### config.mk
export PLATFORM = sky130hd
export DESIGN_NAME = hsl_to_rgb_converter
export DESIGN_NICKNAME = d
export VERILOG_FILES = /design/src/hdl/hsl2rgb_pkg.sv /design/src/hdl/hsl2rgb_front.sv /design/src/hdl/hsl2rgb_channel.sv /design/src/hdl/hsl_to_rgb_converter.sv
export VERILOG_INCLUDE_DIRS = /design/src /design/src/hdl
export SDC_FILE = /design/constraint.sdc
export NUM_CORES = 2
export LEC_CHECK = 0
export BUFFER_PORTS_ARGS = -buffer_cell sky130_fd_sc_hd__buf_4
export CORE_MARGIN = 3
export CORE_UTILIZATION = 65
export CTS_CLUSTER_SIZE = 20
export DETAILED_ROUTE_END_ITERATION = 12
export PLACE_DENSITY = 0.82
export SLEW_MARGIN = 25
export SYNTH_ARGS = -nofsm -noshare
export SYNTH_HDL_FRONTEND = slang
export SYNTH_SLANG_ARGS = --single-unit
### constraint.sdc
create_clock -name clk_i -period 9.4 [get_ports clk_i]
set_input_delay 0.47 -clock clk_i [delete_from_list [all_inputs] [get_ports clk_i]]
set_output_delay 0.47 -clock clk_i [all_outputs]
set_load 0.01 [all_outputs]
### src/hdl/hsl_to_rgb_converter_assert.svh
// ----------------------------------------------------------------------------
// hsl_to_rgb_converter_assert.svh
// assertion macros shared by the colour converter
// ----------------------------------------------------------------------------
`ifndef HSL_TO_RGB_CONVERTER_ASSERT_SVH
`define HSL_TO_RGB_CONVERTER_ASSERT_SVH

// antecedent implies consequent in the same cycle
`define HSL2RGB_ASSERT_IMPLIES(label, clk, rst_n, ante, cons) \
  label: assert property (@(posedge clk) disable iff (!(rst_n)) (ante) |-> (cons)) \
    else $error("assertion failed: label");

// antecedent implies consequent after the delay given by dly
`define HSL2RGB_ASSERT_DELAY(label, clk, rst_n, ante, dly, cons) \
  label: assert property (@(posedge clk) disable iff (!(rst_n)) (ante) |-> ##dly (cons)) \
    else $error("assertion failed: label");

`endif

### src/hdl/hsl2rgb_pkg.sv
// ----------------------------------------------------------------------------
// hsl2rgb_pkg
// types and constants of the hsl to rgb colour converter
// ----------------------------------------------------------------------------
package hsl2rgb_pkg;

  localparam int FRAC_BITS = 10;
  localparam int ONE       = 1 << FRAC_BITS;
  localparam int FRAC_W    = FRAC_BITS + 1;       // fraction field width
  localparam int LVL_W     = 2 * FRAC_BITS + 1;   // levels scaled by ONE*ONE
  localparam int NUM_W     = 2 * FRAC_BITS + 6;   // up to 60*ONE*ONE
  localparam int PROD_W    = NUM_W + 5;           // 17 times the numerator
  localparam int RES_SHIFT = 2 * FRAC_BITS + 2;   // 255/60 = 17/4

  localparam int HUE_W     = 16;
  localparam int U_W       = HUE_W + 1;
  localparam int DEG_MOD   = 360;
  localparam int HUE_BIAS  = DEG_MOD * 92;        // makes any hue non-negative
  localparam int RED_STEPS = 8;                   // quotient bits of the hue reduction
  localparam int RED_SPLIT = 4;                   // steps done in the first stage
  localparam int REM1_W    = 13;                  // holds values below 360 << RED_SPLIT
  localparam int DEG_W     = 9;                   // holds 0..360
  localparam int K_W       = 6;                   // ramp weight 0..60

  localparam int RAMP_RISE_END   = 60;
  localparam int RAMP_FALL_START = 180;
  localparam int RAMP_FALL_END   = 240;
  localparam int OFFSET_DEG      = 120;

  typedef struct packed {
    logic signed [HUE_W-1:0]  hue_degrees;
    logic        [FRAC_W-1:0] saturation;
    logic        [FRAC_W-1:0] lightness;
  } hsl2rgb_in_t;

  typedef struct packed {
    logic [7:0] red;
    logic [7:0] green;
    logic [7:0] blue;
  } hsl2rgb_out_t;

  // reduced hue and the two levels handed to the channel ramps
  typedef struct packed {
    logic [DEG_W-1:0] hue;
    logic [LVL_W-1:0] lo;
    logic [LVL_W-1:0] diff;
  } hsl2rgb_lvl_t;

endpackage

### src/hdl/hsl2rgb_front.sv
// ----------------------------------------------------------------------------
// hsl2rgb_front
// two stages: hue reduced modulo 360, upper and lower levels
// ----------------------------------------------------------------------------
module hsl2rgb_front (
  input  logic                      clk_i,
  input  hsl2rgb_pkg::hsl2rgb_in_t  hsl_i,
  output hsl2rgb_pkg::hsl2rgb_lvl_t lvl_o
);

  localparam int LW = hsl2rgb_pkg::LVL_W;
  localparam int FW = hsl2rgb_pkg::FRAC_W;
  localparam int UW = hsl2rgb_pkg::U_W;
  localparam int RW = hsl2rgb_pkg::REM1_W;

  logic [FW-1:0]   s_d, s_q, l_d, l_q;
  logic [LW-1:0]   ls_d, ls_q;
  logic [RW-1:0]   rem_d, rem_q;
  logic [UW-1:0]   u;
  logic [2*FW-1:0] prod;

  // stage one: clamp, l*s, upper quotient bits of the hue
  always_comb begin
    s_d  = (hsl_i.saturation > FW'(hsl2rgb_pkg::ONE)) ? FW'(hsl2rgb_pkg::ONE)
                                                      : hsl_i.saturation;
    l_d  = (hsl_i.lightness > FW'(hsl2rgb_pkg::ONE)) ? FW'(hsl2rgb_pkg::ONE)
                                                     : hsl_i.lightness;
    prod = (2*FW)'(s_d) * (2*FW)'(l_d);
    ls_d = prod[LW-1:0];
    u    = {hsl_i.hue_degrees[hsl2rgb_pkg::HUE_W-1], hsl_i.hue_degrees}
           + UW'(hsl2rgb_pkg::HUE_BIAS);
    for (int k = hsl2rgb_pkg::RED_STEPS - 1; k >= hsl2rgb_pkg::RED_SPLIT; k--) begin
      if (u >= UW'(hsl2rgb_pkg::DEG_MOD << k)) begin
        u = u - UW'(hsl2rgb_pkg::DEG_MOD << k);
      end
    end
    rem_d = u[RW-1:0];
  end

  always_ff @(posedge clk_i) begin
    s_q   <= s_d;
    l_q   <= l_d;
    ls_q  <= ls_d;
    rem_q <= rem_d;
  end

  logic [RW-1:0] r2;
  logic [LW:0]   l_sc, s_sc, hi, lo;
  hsl2rgb_pkg::hsl2rgb_lvl_t lvl_d, lvl_q;

  // stage two: lower quotient bits, levels
  always_comb begin
    r2 = rem_q;
    for (int k = hsl2rgb_pkg::RED_SPLIT - 1; k >= 0; k--) begin
      if (r2 >= RW'(hsl2rgb_pkg::DEG_MOD << k)) begin
        r2 = r2 - RW'(hsl2rgb_pkg::DEG_MOD << k);
      end
    end
    l_sc = (LW+1)'(l_q) << hsl2rgb_pkg::FRAC_BITS;
    s_sc = (LW+1)'(s_q) << hsl2rgb_pkg::FRAC_BITS;
    // half lightness and above take l + s - l*s, below it l + l*s
    if (l_q < FW'(hsl2rgb_pkg::ONE / 2)) begin
      hi = l_sc + (LW+1)'(ls_q);
    end else begin
      hi = l_sc + s_sc - (LW+1)'(ls_q);
    end
    lo         = (l_sc << 1) - hi;
    lvl_d.hue  = r2[hsl2rgb_pkg::DEG_W-1:0];
    lvl_d.lo   = lo[LW-1:0];
    lvl_d.diff = LW'(hi - lo);
  end

  always_ff @(posedge clk_i) begin
    lvl_q <= lvl_d;
  end

  assign lvl_o = lvl_q;

endmodule

### src/hdl/hsl2rgb_channel.sv
// ----------------------------------------------------------------------------
// hsl2rgb_channel
// three stage ramp of one colour channel at a given hue position
// ----------------------------------------------------------------------------
module hsl2rgb_channel (
  input  logic                                  clk_i,
  input  logic [hsl2rgb_pkg::DEG_W-1:0]         pos_i,
  input  logic [hsl2rgb_pkg::LVL_W-1:0]         lo_i,
  input  logic [hsl2rgb_pkg::LVL_W-1:0]         diff_i,
  output logic [7:0]                            value_o
);

  localparam int DW = hsl2rgb_pkg::DEG_W;
  localparam int KW = hsl2rgb_pkg::K_W;
  localparam int NW = hsl2rgb_pkg::NUM_W;
  localparam int LW = hsl2rgb_pkg::LVL_W;
  localparam int PW = hsl2rgb_pkg::PROD_W;

  logic [KW-1:0] k_d, k_q;
  logic [NW-1:0] base_d, base_q;
  logic [LW-1:0] diff_q;
  logic [DW-1:0] fall;

  // ramp weight: rising, flat top, falling, flat bottom
  always_comb begin
    fall = DW'(hsl2rgb_pkg::RAMP_FALL_END) - pos_i;
    priority if (pos_i < DW'(hsl2rgb_pkg::RAMP_RISE_END)) begin
      k_d = pos_i[KW-1:0];
    end else if (pos_i < DW'(hsl2rgb_pkg::RAMP_FALL_START)) begin
      k_d = KW'(hsl2rgb_pkg::RAMP_RISE_END);
    end else if (pos_i < DW'(hsl2rgb_pkg::RAMP_FALL_END)) begin
      k_d = fall[KW-1:0];
    end else begin
      k_d = '0;
    end
    // 60 * lo
    base_d = (NW'(lo_i) << 6) - (NW'(lo_i) << 2);
  end

  always_ff @(posedge clk_i) begin
    k_q    <= k_d;
    base_q <= base_d;
    diff_q <= diff_i;
  end

  logic [NW+1:0] num_d;
  logic [NW-1:0] num_q;

  always_comb begin
    num_d = (NW+2)'(base_q) + (NW+2)'(diff_q) * (NW+2)'(k_q);
  end

  always_ff @(posedge clk_i) begin
    num_q <= num_d[NW-1:0];
  end

  logic [PW-1:0] prod;
  logic [8:0]    res;
  logic [7:0]    value_d, value_q;

  // 255/60 = 17/4, so the floor is (17 * num) >> RES_SHIFT, clamped to 255
  always_comb begin
    prod    = (PW'(num_q) << 4) + PW'(num_q);
    res     = prod[hsl2rgb_pkg::RES_SHIFT +: 9];
    value_d = res[8] ? 8'hFF : res[7:0];
  end

  always_ff @(posedge clk_i) begin
    value_q <= value_d;
  end

  assign value_o = value_q;

endmodule

### src/hdl/hsl_to_rgb_converter.sv
// ----------------------------------------------------------------------------
// hsl_to_rgb_converter
// converts one hsl pixel to 8-bit rgb per clock cycle
// ----------------------------------------------------------------------------
//  channel   direction  handshake              payload
//  command   in         start_i / busy_o       hsl_i   (hue, saturation, lightness)
//  result    out        result_valid_o strobe  rgb_o   (red, green, blue)
//
//  one item per cycle; each result passes two front stages (hue reduction,
//  levels) and three channel stages (weight, multiply-add, scale). busy_o
//  stays low, the pipeline never holds.
//  reset clears only the valid bits; payload registers are not reset.
// ----------------------------------------------------------------------------
module hsl_to_rgb_converter (
  input  logic                      clk_i,
  input  logic                      rst_ni,
  input  logic                      start_i,
  output logic                      busy_o,
  input  hsl2rgb_pkg::hsl2rgb_in_t  hsl_i,
  output logic                      result_valid_o,
  output hsl2rgb_pkg::hsl2rgb_out_t rgb_o
);

  localparam int DW      = hsl2rgb_pkg::DEG_W;
  localparam int LATENCY = 5;

  logic [LATENCY-1:0]        vld_d, vld_q;
  hsl2rgb_pkg::hsl2rgb_lvl_t lvl;
  logic [DW-1:0]             pos_r, pos_b, pr_raw;

  assign busy_o = 1'b0;
  assign vld_d  = {vld_q[LATENCY-2:0], start_i};

  always_ff @(posedge clk_i or negedge rst_ni) begin
    if (!rst_ni) begin
      vld_q <= '0;
    end else begin
      vld_q <= vld_d;
    end
  end

  hsl2rgb_front u_front (
    .clk_i (clk_i),
    .hsl_i (hsl_i),
    .lvl_o (lvl)
  );

  // red a third of a turn ahead, blue a third behind, wrapped
  always_comb begin
    pr_raw = lvl.hue + DW'(hsl2rgb_pkg::OFFSET_DEG);
    pos_r  = (pr_raw > DW'(hsl2rgb_pkg::DEG_MOD)) ? pr_raw - DW'(hsl2rgb_pkg::DEG_MOD)
                                                  : pr_raw;
    pos_b  = (lvl.hue >= DW'(hsl2rgb_pkg::OFFSET_DEG))
             ? lvl.hue - DW'(hsl2rgb_pkg::OFFSET_DEG)
             : lvl.hue + DW'(hsl2rgb_pkg::DEG_MOD - hsl2rgb_pkg::OFFSET_DEG);
  end

  hsl2rgb_channel u_red (
    .clk_i   (clk_i),
    .pos_i   (pos_r),
    .lo_i    (lvl.lo),
    .diff_i  (lvl.diff),
    .value_o (rgb_o.red)
  );

  hsl2rgb_channel u_green (
    .clk_i   (clk_i),
    .pos_i   (lvl.hue),
    .lo_i    (lvl.lo),
    .diff_i  (lvl.diff),
    .value_o (rgb_o.green)
  );

  hsl2rgb_channel u_blue (
    .clk_i   (clk_i),
    .pos_i   (pos_b),
    .lo_i    (lvl.lo),
    .diff_i  (lvl.diff),
    .value_o (rgb_o.blue)
  );

  assign result_valid_o = vld_q[LATENCY-1];

`include "hsl_to_rgb_converter_assert.svh"

  `HSL2RGB_ASSERT_DELAY(a_start_to_result, clk_i, rst_ni, start_i && !busy_o, 5, result_valid_o)
  `HSL2RGB_ASSERT_IMPLIES(a_result_had_start, clk_i, rst_ni, result_valid_o, $past(start_i, 5))
  `HSL2RGB_ASSERT_IMPLIES(a_grey_when_unsaturated, clk_i, rst_ni, result_valid_o && ($past(hsl_i.saturation, 5) == '0), (rgb_o.red == rgb_o.green) && (rgb_o.green == rgb_o.blue))
  `HSL2RGB_ASSERT_IMPLIES(a_black_when_dark, clk_i, rst_ni, result_valid_o && ($past(hsl_i.lightness, 5) == '0), rgb_o == '0)

endmodule
==> impl_results.md <==
* Status: complete, no violations
* RSZ-0062 raised after global routing: no
* Cells along the critical path: nand2_1 > fa_1 > inv_1 > ha_1 > inv_1 > fa_1 > fa_1 > fa_1 > nor2b_1 > o21ai_0 > a21boi_0 > o21ai_0 > a21boi_0 > o21ai_0 > a21boi_0 > o21ai_0 > a21oi_1 > a41oi_1 > a2111oi_0 > o21a_1 > o21a_1 > o41ai_1 > xnor2_1
* GR Overflow Total at 0
* Met1 WL at 26300 um
* Ys flop type: dfxtp_1
* Final instance area at 32100 um2
* Max-Cap Viols at 0
* Worst EP required at 9.86 ns
* F_max at 145 MHz
* Area of the multi-input gates at 22300 um2
* Sink Count at 272
* WL/cell at 16.4 um
* Post-synth EDFFs at 0
* CP arrival at 7.33 ns
* Port Buffers at 65
* Skew final at 0.0132 ns
* Max-slew violations at 0
* Crit. End Element: register
* Initial cell density of the core at 66.2%
* Vias at 23338
* CTS tree: done
* Pre-antenna DRT Iters at 5
* # rows at 78
* Kind of critical path: register to register
* CTS Hold Bufs at 7
* Total CTS buffers at 31
* H-tree levels at 1
* Syn Area/Cell at 8.75 um2
* Yosys Warn Count at 0
* Clk Tree Root Cell: clkbuf_16
* Gr usage total at 27.5%
* Netlist cell types at 106
* CP Launch Type: register
* HPWL after DPL at 53600 um
* Critical Path Max Stage Delay at 0.84 ns
* Mapped Area at 30200 um2
* # setup viols final at 0
* Register area share after synthesis at 18.1%
* Fin. Hold Viols at 0
* Core footprint at 45600 um2
* Clock buffer depth at 3
* Routability-driven placement congestion ratio at 0.878
* Clk_lat worst skew at 0.58 ns
* Iter 0 DRT Violations at 1304
* Final TNS setup at 0 ns
* Fin crit share at 73.1%
* Class of the tightest hold or removal check: input port to register
* Post-route ant nets at 0
* Slew headroom at 27.6%
* Die height at 221 um
* Clock transition at the registers of the reported paths at 0.06 ns
* Fin crit period at 6.88 ns
* # diodes at 0
* Post-CTS Setup Inserts at 0
* Die width at 221 um
* Sequential cell area at 5470 um2
* Die area at 49000 um2
* Cells after Synth at 3448
* Top post-synthesis cells by area: fa_1, dfxtp_1, ha_1
* Uppermost layer routed: met4
* CP max-delay cell: dfxtp_1
* Initial antenna violation count at 0
* First-pass GRT wire length at 114000 um
* Synth area leader: fa_1
* Number of global-route vias before repair at 24844
* FILL cells at 3412
* Share of post-route cells with drive strength above 1 at 5.21%
* Met2 routed WL at 34800 um
* Pin count of the biggest net entering global routing at 26
* Drt drc at 0
* Synth Register Bits at 272
* Num ports at 67
* Vias per std cell at 5.73
* Drt total wl at 66900 um
* Metal3 WL at 3380 um
* Worst-Margin Slew at 1.08 ns
* CP Max Fanout at 20
* Hold WS at 0.114 ns
* Area Growth Syn to Fin at 6.46%
* Placed inst area at 31000 um2
* Nets@finish at 4190
* FFs w/ async S/R, synth at 1.84%
* Top-area cell type share of the netlist area at 25.1%
* Post-CTS resize count at 0
## path summary, 6_finish.rpt
path	slack [ns]	endpoint	startpoint	cells after the start
max reg2reg	2.52	u_blue.num_q[25]	u_blue.k_q[2]	23
min	0.11	u_front.rem_q[5]	hsl_i[27]	2
max in group asynchronous	9.07	vld_q[4]	rst_ni	2
min in group asynchronous	0.23	vld_q[0]	rst_ni	2
max	2.52	u_blue.num_q[25]	u_blue.k_q[2]	23
min reg2reg	0.32	u_red.diff_q[8]	u_front.lvl_o[8]	0
## sequential cells by signal, summed over array words and instances (netlist names), 8 cells and up
register and flops:
u_blue.value_o 8, u_front.l_q 11, u_green.num_q 25, u_red.value_o 8, u_red.num_q 25, u_red.diff_q 20
u_front.ls_q 21, u_green.value_o 8, u_red.base_q 24, u_front.s_q 11, u_front.rem_q 13, u_blue.num_q 25
u_front.lvl_o 50
## layout make-up
cell class	count	area share, %
Clock inverter	15	0.479
Timing Repair Buffer	73	1.76
Inverter	537	6.28
Sequential cell	272	17.0
Tap cell	600	2.34
Clock buffer	41	2.75
Multi-Input combinational cell	2537	69.4
## critical path, delay by kind of cell, from the launching register on
family | cells | cell delay [ns]
simple gates | 2 | 0.34
fa+ha+maj | 5 | 2.35
xor+xnor | 1 | 0.13
buf+inv | 2 | 0.09
flops | 1 | 0.84
compound gates | 13 | 2.99
## logic make-up (layout without fill, tap and decap cells)
family	count (synthesis)	in the layout	synth area share (%)
AO/OA/AOI/OAI	548	548	12.3
XOR/XNOR	208	208	6.31
adder cells (fa/ha/maj)	700	700	38.4
buffers and inverters	647	666	8.13
flip-flops	272	272	18.1
multiplexers	30	30	1.07
other	2	10	0.0249
AND/OR/NAND/NOR	1041	1041	15.6
## through the flow
| stage | util [%] | std cells | setup WS (ns) |
|---|---|---|---|
| after floorplan | - | 3456 | 3.44 |
| after global placement | 68.0 | 4012 | 2.57 |
| after detailed placement | 68.0 | 4012 | 2.44 |
| after CTS | 70.5 | 4075 | 2.55 |
| after global routing | 70.5 | 4075 | 1.99 |
| final | 70.5 | 4075 | 2.52 |
## layout by cell type (no fill, tap or decap), drive strengths merged, types with 9 or more instances in the layout
cell    instances
conb           10
a21boi         29
a21oi         140
nand2         500
o21bai         24
o21a           32
ha            319
mux2           12
xor2           47
a211oi         15
nand2b         49
buf            66
a21o           60
o31ai          12
clkinv         13
nand3          35
mux2i          18
a31oi          22
dfxtp         267
inv           530
fa            378
clkbuf         41
and2           77
nor2          209
or3            22
o211ai          9
and3           14
nor3           55
nor2b          30
xnor2         157
or2            12
o21ai         116
## cell usage after synthesis (54+ instances only)
library cell	n
dfxtp_1	267
clkbuf_1	98
nor3_1	54
a21oi_1	138
fa_1	378
ha_1	319
o21ai_0	105
and2_1	75
inv_1	525
nor2_1	209
a21o_1	60
xnor2_1	155
nand2_1	499
## per-layer routing
layer	GRT usage, %	vias to the layer above
li1	-	11051
met1	32.4	11336
met2	51.6	740
met3	2.79	211
met4	10.6	0
met5	0	-
Power is left out: the tool's default activity adds up to more than one toggle a clock period on the data nets, which glitch-free logic cannot reach.
